[src/rtl/lfu_pkg.sv]
package lfu_pkg;

    // Cache geometry
    localparam int MAX_ENTRIES = 16;
    localparam int IDX_W       = $clog2(MAX_ENTRIES);
    localparam int CNT_W       = $clog2(MAX_ENTRIES + 1);

    // Field widths
    localparam int KEY_W   = 32;
    localparam int VAL_W   = 32;
    localparam int USES_W  = 32;
    localparam int STAMP_W = 32;
    localparam int CAP_W   = 5;

    localparam int DEFAULT_CAPACITY = 10;

    // Operation codes
    localparam logic KIND_SET = 1'b0;
    localparam logic KIND_GET = 1'b1;

    // One stored entry; valid flags live in flops outside the RAM
    typedef struct packed {
        logic [KEY_W-1:0]   key;
        logic [VAL_W-1:0]   value;
        logic [USES_W-1:0]  uses;
        logic [STAMP_W-1:0] stamp;
    } entry_t;

    localparam int ENTRY_W = $bits(entry_t);

    typedef enum logic [2:0] {
        ST_IDLE  = 3'b001,
        ST_SCAN  = 3'b010,
        ST_WRITE = 3'b100
    } state_t;

    // Usable entries for a capacity setting: zero picks the default,
    // anything beyond the store saturates to its size
    function automatic logic [CNT_W-1:0] usable_slots(input logic [CAP_W-1:0] cap);
        int c;
        c = (cap == '0) ? DEFAULT_CAPACITY : int'(cap);
        if (c > MAX_ENTRIES) begin
            c = MAX_ENTRIES;
        end
        return CNT_W'(c);
    endfunction

endpackage

[src/rtl/lfu_ram.sv]
module lfu_ram #(
    parameter int WIDTH = 8,
    parameter int DEPTH = 16
) (
    input  logic                                         aclk,
    input  logic                                         we,
    input  logic [((DEPTH > 1) ? $clog2(DEPTH) : 1)-1:0] waddr,
    input  logic [WIDTH-1:0]                             wdata,
    input  logic                                         re,
    input  logic [((DEPTH > 1) ? $clog2(DEPTH) : 1)-1:0] raddr,
    output logic [WIDTH-1:0]                             rdata
);

    logic [WIDTH-1:0] mem [DEPTH];

    // Write port and registered read port
    always_ff @(posedge aclk) begin
        if (we) begin
            mem[waddr] <= wdata;
        end
        if (re) begin
            rdata <= mem[raddr];
        end
    end

endmodule

[src/rtl/lfu_cache_policy.sv]
// Least-frequently-used key/value cache with up to 16 entries. Each item is a
// set (kind 0) or a get (kind 1) on a key and returns exactly one result: hit
// tells whether the key was present, read_value carries the stored value on a
// get hit and zero otherwise. A set miss on a full cache evicts the entry with
// the lowest use count, the oldest one among equal counts, then inserts with
// count 1. Entries live in a single-port-read RAM and are scanned one per
// cycle: the item is accepted, every entry is read, the last read returns,
// and the write-back posts the result once the output register is free.
// The finished result sits in an output register, so the next item is
// accepted while it waits. Valid flags are flops cleared by reset; there is
// no clearing pass. The capacity register (cfg_data) is written only while
// the block is idle; zero selects ten entries.
module lfu_cache_policy (
    input  logic                           aclk,
    input  logic                           aresetn,

    input  logic                           cfg_valid,
    output logic                           cfg_ready,
    input  logic [lfu_pkg::CAP_W-1:0]      cfg_data,

    input  logic                           s_valid,
    output logic                           s_ready,
    input  logic                           s_kind,
    input  logic [lfu_pkg::KEY_W-1:0]      s_key,
    input  logic [lfu_pkg::VAL_W-1:0]      s_write_value,

    output logic                           m_valid,
    input  logic                           m_ready,
    output logic                           m_hit,
    output logic [lfu_pkg::VAL_W-1:0]      m_read_value
);

    localparam int MAX   = lfu_pkg::MAX_ENTRIES;
    localparam int IDX_W = lfu_pkg::IDX_W;
    localparam int CNT_W = lfu_pkg::CNT_W;

    lfu_pkg::state_t state_reg, state_next;

    logic [lfu_pkg::CAP_W-1:0]   cap_reg;
    logic [MAX-1:0]              valid_reg;
    logic [CNT_W-1:0]            occ_reg;
    logic [lfu_pkg::STAMP_W-1:0] stamp_cnt_reg;

    // Latched item
    logic                        kind_reg;
    logic [lfu_pkg::KEY_W-1:0]   key_reg;
    logic [lfu_pkg::VAL_W-1:0]   wval_reg;

    // Scan control
    logic [CNT_W-1:0]            scan_cnt_reg;
    logic                        cmp_vld_reg;
    logic [IDX_W-1:0]            cmp_idx_reg;

    // Scan results
    logic                        hit_reg;
    logic [IDX_W-1:0]            hit_idx_reg;
    logic [lfu_pkg::VAL_W-1:0]   hit_value_reg;
    logic [lfu_pkg::USES_W-1:0]  hit_uses_reg;
    logic                        vic_found_reg;
    logic [IDX_W-1:0]            vic_idx_reg;
    logic [lfu_pkg::USES_W-1:0]  vic_uses_reg;
    logic [lfu_pkg::STAMP_W-1:0] vic_age_reg;
    logic                        free_found_reg;
    logic [IDX_W-1:0]            free_idx_reg;

    // Output register
    logic                        m_valid_reg;
    logic                        m_hit_reg;
    logic [lfu_pkg::VAL_W-1:0]   m_rval_reg;

    // RAM ports
    logic                        rd_en;
    logic [IDX_W-1:0]            rd_addr;
    lfu_pkg::entry_t             rd_entry;
    logic [lfu_pkg::ENTRY_W-1:0] rd_data;
    logic                        wr_en;
    logic [IDX_W-1:0]            wr_addr;
    lfu_pkg::entry_t             wr_entry;

    logic                        in_fire;
    logic                        out_free;
    logic                        commit;
    logic                        cur_valid;
    logic [lfu_pkg::STAMP_W-1:0] cur_age;
    logic                        take_victim;
    logic                        need_evict;
    logic                        do_evict;
    logic                        do_insert;
    logic [IDX_W-1:0]            ins_idx;
    logic [lfu_pkg::USES_W-1:0]  hit_uses_inc;

    assign cfg_ready    = (state_reg == lfu_pkg::ST_IDLE);
    assign s_ready      = (state_reg == lfu_pkg::ST_IDLE);
    assign in_fire      = s_valid && s_ready;
    assign m_valid      = m_valid_reg;
    assign m_hit        = m_hit_reg;
    assign m_read_value = m_rval_reg;
    assign out_free     = !m_valid_reg || m_ready;
    assign commit       = (state_reg == lfu_pkg::ST_WRITE) && out_free;

    lfu_ram #(
        .WIDTH (lfu_pkg::ENTRY_W),
        .DEPTH (MAX)
    ) u_ram (
        .aclk  (aclk),
        .we    (wr_en),
        .waddr (wr_addr),
        .wdata (wr_entry),
        .re    (rd_en),
        .raddr (rd_addr),
        .rdata (rd_data)
    );

    assign rd_entry = lfu_pkg::entry_t'(rd_data);

    // Issue one read per cycle during the scan
    assign rd_en   = (state_reg == lfu_pkg::ST_SCAN) && (scan_cnt_reg != CNT_W'(MAX));
    assign rd_addr = scan_cnt_reg[IDX_W-1:0];

    // Compare the entry returned this cycle
    assign cur_valid   = valid_reg[cmp_idx_reg];
    assign cur_age     = stamp_cnt_reg - rd_entry.stamp;
    assign take_victim = !vic_found_reg || (rd_entry.uses < vic_uses_reg) ||
                         ((rd_entry.uses == vic_uses_reg) && (cur_age > vic_age_reg));

    // Decide the write-back
    assign hit_uses_inc = (hit_uses_reg == '1) ? hit_uses_reg : hit_uses_reg + 1'b1;
    assign need_evict   = (occ_reg >= lfu_pkg::usable_slots(cap_reg));
    assign do_evict     = !hit_reg && (kind_reg == lfu_pkg::KIND_SET) && need_evict &&
                          vic_found_reg;
    assign ins_idx      = (do_evict && (!free_found_reg || (vic_idx_reg < free_idx_reg))) ?
                          vic_idx_reg : free_idx_reg;
    assign do_insert    = !hit_reg && (kind_reg == lfu_pkg::KIND_SET) &&
                          (free_found_reg || do_evict);

    always_comb begin
        wr_en          = 1'b0;
        wr_addr        = ins_idx;
        wr_entry.key   = key_reg;
        wr_entry.value = wval_reg;
        wr_entry.uses  = lfu_pkg::USES_W'(1);
        wr_entry.stamp = stamp_cnt_reg;
        if (commit) begin
            if (hit_reg) begin
                wr_en         = 1'b1;
                wr_addr       = hit_idx_reg;
                wr_entry.uses = hit_uses_inc;
                if (kind_reg == lfu_pkg::KIND_GET) begin
                    wr_entry.value = hit_value_reg;
                end
            end else begin
                wr_en = do_insert;
            end
        end
    end

    // Sequence one item at a time
    always_comb begin
        state_next = state_reg;
        unique case (state_reg)
            lfu_pkg::ST_IDLE: begin
                if (in_fire) begin
                    state_next = lfu_pkg::ST_SCAN;
                end
            end
            lfu_pkg::ST_SCAN: begin
                if ((scan_cnt_reg == CNT_W'(MAX)) && cmp_vld_reg) begin
                    state_next = lfu_pkg::ST_WRITE;
                end
            end
            lfu_pkg::ST_WRITE: begin
                if (out_free) begin
                    state_next = lfu_pkg::ST_IDLE;
                end
            end
            default: state_next = lfu_pkg::ST_IDLE;
        endcase
    end

    // Control state
    always_ff @(posedge aclk) begin
        if (!aresetn) begin
            state_reg     <= lfu_pkg::ST_IDLE;
            cap_reg       <= lfu_pkg::CAP_W'(lfu_pkg::DEFAULT_CAPACITY);
            valid_reg     <= '0;
            occ_reg       <= '0;
            stamp_cnt_reg <= '0;
            scan_cnt_reg  <= '0;
            cmp_vld_reg   <= 1'b0;
            m_valid_reg   <= 1'b0;
        end else begin
            state_reg   <= state_next;
            cmp_vld_reg <= rd_en;
            if (cfg_valid && cfg_ready) begin
                cap_reg <= cfg_data;
            end
            if (in_fire) begin
                scan_cnt_reg <= '0;
            end else if (rd_en) begin
                scan_cnt_reg <= scan_cnt_reg + 1'b1;
            end
            // Drop the victim, then mark the inserted slot
            if (commit) begin
                if (hit_reg) begin
                    stamp_cnt_reg <= stamp_cnt_reg + 1'b1;
                end else if (do_insert) begin
                    stamp_cnt_reg <= stamp_cnt_reg + 1'b1;
                    if (!do_evict) begin
                        occ_reg <= occ_reg + 1'b1;
                    end
                end else if (do_evict) begin
                    occ_reg <= occ_reg - 1'b1;
                end
                if (do_evict || do_insert) begin
                    valid_reg <= (valid_reg & ~(MAX'(do_evict) << vic_idx_reg)) |
                                 (MAX'(do_insert) << ins_idx);
                end
            end
            if (commit) begin
                m_valid_reg <= 1'b1;
            end else if (m_ready) begin
                m_valid_reg <= 1'b0;
            end
        end
    end

    // Payload and scan trackers
    always_ff @(posedge aclk) begin
        cmp_idx_reg <= rd_addr;
        if (in_fire) begin
            kind_reg       <= s_kind;
            key_reg        <= s_key;
            wval_reg       <= s_write_value;
            hit_reg        <= 1'b0;
            vic_found_reg  <= 1'b0;
            free_found_reg <= 1'b0;
        end else if (cmp_vld_reg) begin
            if (cur_valid && (rd_entry.key == key_reg) && !hit_reg) begin
                hit_reg       <= 1'b1;
                hit_idx_reg   <= cmp_idx_reg;
                hit_value_reg <= rd_entry.value;
                hit_uses_reg  <= rd_entry.uses;
            end
            if (cur_valid && take_victim) begin
                vic_found_reg <= 1'b1;
                vic_idx_reg   <= cmp_idx_reg;
                vic_uses_reg  <= rd_entry.uses;
                vic_age_reg   <= cur_age;
            end
            if (!cur_valid && !free_found_reg) begin
                free_found_reg <= 1'b1;
                free_idx_reg   <= cmp_idx_reg;
            end
        end
        if (commit) begin
            m_hit_reg  <= hit_reg;
            m_rval_reg <= (hit_reg && (kind_reg == lfu_pkg::KIND_GET)) ? hit_value_reg : '0;
        end
    end

endmodule

[config.mk]
export PLATFORM = sky130hd
export DESIGN_NAME = lfu_cache_policy
export DESIGN_NICKNAME = d
export VERILOG_FILES = /design/src/rtl/lfu_pkg.sv /design/src/rtl/lfu_ram.sv /design/src/rtl/lfu_cache_policy.sv
export SDC_FILE = /design/constraint.sdc
export NUM_CORES = 2
export LEC_CHECK = 0
export ABC_AREA = 1
export ABC_CLOCK_PERIOD_IN_PS = 31100
export BUFFER_PORTS_ARGS = -buffer_cell sky130_fd_sc_hd__buf_4
export CORE_ASPECT_RATIO = 0.8
export CORE_MARGIN = 3
export CORE_UTILIZATION = 55
export DETAILED_ROUTE_END_ITERATION = 7
export MAX_ROUTING_LAYER = met4
export PLACE_DENSITY = 0.74
export SLEW_MARGIN = 20
export SYNTH_ARGS = -nofsm -noshare
export SYNTH_HDL_FRONTEND = slang
export SYNTH_SLANG_ARGS = --single-unit
[constraint.sdc]
create_clock -name aclk -period 31.1 [get_ports aclk]
set_clock_uncertainty 0.15 [all_clocks]
set_input_delay 9.33 -clock aclk [delete_from_list [all_inputs] [get_ports aclk]]
set_output_delay 9.33 -clock aclk [all_outputs]
set_load 0.02 [all_outputs]
==> summary.md <==
| Metric | Value |
|---|---|
| Peak VDD IR | 57.2 µV |
| Yosys cell types | 58 |
| Die height | ~390 µm |
| CTS tree | yes |
| Crit path from | m_ready |
| Pwr dens | 60.1 nW/µm² |
| Routed wl met2 | approximately 120000 µm |
| Most frequent cells in the layout | edfxtp_1 (2414), nor2_1 (1218), o21ai_0 (1136) |
| Via/cell ratio | 6.20 |
| Final min period | 13.17 ns |
| Fraction of layout cells with a size suffix above 1 | 8.16% |
| Die area | between 150000 and 200000 µm² |
| Worst path slowest cell | buf_4 |
| Port bufs | 110 |
| Worst-path clk slew | 0.06 ns |
| First DRT Iteration DRCs | 9566 |
| Final Max Slew Viols | 0 |
| Crit path capture type | register |
| Required time of the worst setup path | between 30 and 40 ns |
| Arrival time at the worst endpoint | 13.45 ns |
| Post-synthesis to final-layout area growth | 10.9% |
| Clock Power Share | approximately two fifths |
| Fmax | 0.0759 GHz |
| GPL Wtd Cong | 0.908 |
| DIE WIDTH | 482 µm |
| Endpoints failing setup | 0 |
| Drt drc | 0 |
| Vias in the first global route | 61300 |
| Most common cell after layout, fill and taps aside | edfxtp_1 |
| Initial Util | 55.8% |
| P_sw | ~1.4 mW |
| Post-Synthesis Cell Area | 99500 µm² |
| CP Max Fanout | 57 |
| Design Area, Final | 110000 µm² |
| Most common cell on crit path | buf_4 |
| Worst path buffer plus inverter count | 4 |
| Fillers | 12900 |
| First-pass GRT wire length | 379000 µm |
| Clock latency on the worst-skew pair | 0.88 ns |
| Area after DPL | 103000 µm² |
| Max_cap viols | 0 |
| Via count | approximately 65000 |
| Slowest stage delay, CP | 0.98 ns |
| Worst Tran Pin Value | 1.19 ns |
| Reg with most FFs | u_ram.mem |
| Hold path start | u_ram.rdata[92] |
| Longest Clk Path Bufs | 3 |
| Grt total ovfl | 0 |
| Htree depth | 4 |
| Number of synthesized flops with an enable pin | 2414 |
| Synth Net Count | 8004 |
| Ys async rst share | 0% |
| DP Wirelength | roughly 130000 µm |
| CTS Hold Buffers Added | 0 |
| Slew HR | 20.6% |
| Top Registers | u_ram.mem: 2048 flops, u_ram.rdata: 128 flops |
| Warnings, synthesis | 0 |
| Internal | between 5 and 6 mW |
| Largest net degree at the start of global routing | 222 |
| Cells after Synth | 7817 |
| Status | complete, no violations |
| HP Class | reg -> reg |
| Sw Ratio | approximately a fifth |
| Startpoint Class | input pin |
| Max FFs per register | 2048 |
| CTS root buf | clkbuf_16 |
| Wire length on met3 | 27300 µm |
| DR WL/cell | between 20 and 25 µm |
| Logic pwr share | 2.7% |
| Met1 WL | roughly 100000 µm |
| ANT nets after route | 0 |
| Ys flop type | edfxtp_1 |
| Top delay family on crit path | buffers and inverters |
| Gr usage total | 27.4% |
| I/O Pins | 111 |
| Endpoints failing hold | 0 |
| Period utilization | 42.4% |
| TritonCTS Sinks | 2489 |
| Core Region | 178000 µm² |
| DR top layer | met4 |
| 1st-pass router iterations | 6 |
| Post_cts resized | 0 |
| Reg power frac | 55.8% |
| Reg2reg start | stamp_cnt_reg[1] |
| Flops & latches, synth | about 2500 |
| CTS Buf Count | 221 |
| Final TNS setup | 0 ns |
| Mapped Avg Cell Area | around 13 µm² |
| Critical path class | in -> reg |
| Lkg Pwr | 36.7 nW |
| Initial antenna violation count | 3 |
| Routed wire length | 253000 µm |
| CP Cell Sequence | buf_4 -> nor2_1 -> nor2_8 -> nand2_4 -> buf_4 -> nand2_4 -> nand3_2 -> nor2_4 -> buf_4 -> buf_4 |
| Cell Rows | 138 |
| RSZ-0062 raised after global routing | false |
| Fin nets | 8031 |
| Postcts setup bufs | 0 |
| Seq/Total Area, Yosys | 74.4% |
per-layer routing:
metal / GRT usage, % / vias to the layer above
met5: - / -
met3: 4.65 / 548
met2: 41.5 / 3934
li1: - / 28600
met4: 9.05 / 0
met1: 38.0 / 31600
logic make-up (layout without fill, tap and decap cells):
kind of cell             after synthesis  count (layout)  synth area share (%)
AO/OA/AOI/OAI                       1852            1852                  10.1
XOR/XNOR                              77              77                 0.678
adder cells (fa/ha/maj)              112             112                  1.42
buffers and inverters                756             977                  2.99
flip-flops                          2489            2489                  74.4
multiplexers                           4               4                0.0402
other                                  0               4                     0
AND/OR/NAND/NOR                     2527            2527                  10.4
power groups by stage:
| stage | Sequential [mW] | Combinational (mW) | Clock [mW] |
|---|---|---|---|
| after CTS | 3.70 | 0.175 | 2.77 |
| after global placement | 3.77 | 0.167 | 0 |
| after global routing | 3.70 | 0.195 | 2.91 |
| final | 3.70 | 0.177 | 2.75 |
| after detailed placement | 3.77 | 0.174 | 0 |
| after floorplan | 3.76 | 0.111 | 0 |
synth_stat cells, drive strengths merged (2+ instances only):
master,n,area share [%]
o311ai,2,0.018
xor2,55,0.48
nand3b,2,0.015
inv,323,1.2
a21boi,7,0.060
nand3,80,0.42
ha,110,1.4
clkbuf,347,1.3
o31ai,2,0.015
nor3,48,0.25
nand4,168,1.1
o21a,3,0.023
mux2i,4,0.040
and3,5,0.031
edfxtp,2414,73
o22ai,513,3.2
nor2,1247,4.7
nand2,935,3.6
a31oi,4,0.025
a211oi,3,0.023
xnor2,22,0.19
buf,85,0.46
nor3b,5,0.043
o21ai,1154,5.8
fa,2,0.040
a21o,3,0.023
o211ai,14,0.11
dfxtp,75,1.5
or2,16,0.10
nor4,21,0.14
a21oi,142,0.73
o21bai,4,0.030
layout make-up:
cell class	instances	area [µm²]	share of cell area (%)
Sequential cell	2489	74000	67.1
Multi-Input combinational cell	4572	22700	20.6
Clock buffer	275	5810	5.27
Tap cell	2380	2980	2.70
Timing Repair Buffer	236	2000	1.81
Clock inverter	142	1550	1.40
Inverter	324	1250	1.13
Antenna cell	4	10.0	0.00907
path summary, 6_finish.rpt:
path / depth (start not counted) / end / slack, ns
worst min register to register: 0 / hit_value_reg[28] / 0.27
worst min-delay path: 0 / hit_value_reg[28] / 0.27
worst max register to register: 22 / vic_age_reg[0] / 24.58
worst max-delay path: 10 / u_ram.mem[4][46] / 17.93
metrics by stage:
step                total power [mW]  util (%)  hold WS (ns)  cells  setup WS, ns
floorplan                       3.87         -         0.203   7817         14.66
global placement                3.94      57.6         0.251   9996         16.61
detailed placement              3.95      57.7         0.255   9999         16.53
CTS                             6.65      61.8         0.269  10400         17.40
global route                    6.80      61.9         0.279  10400         17.77
finish                          6.63      61.9         0.270  10400         17.93
Note: power is estimated with default switching activity, not from simulation.
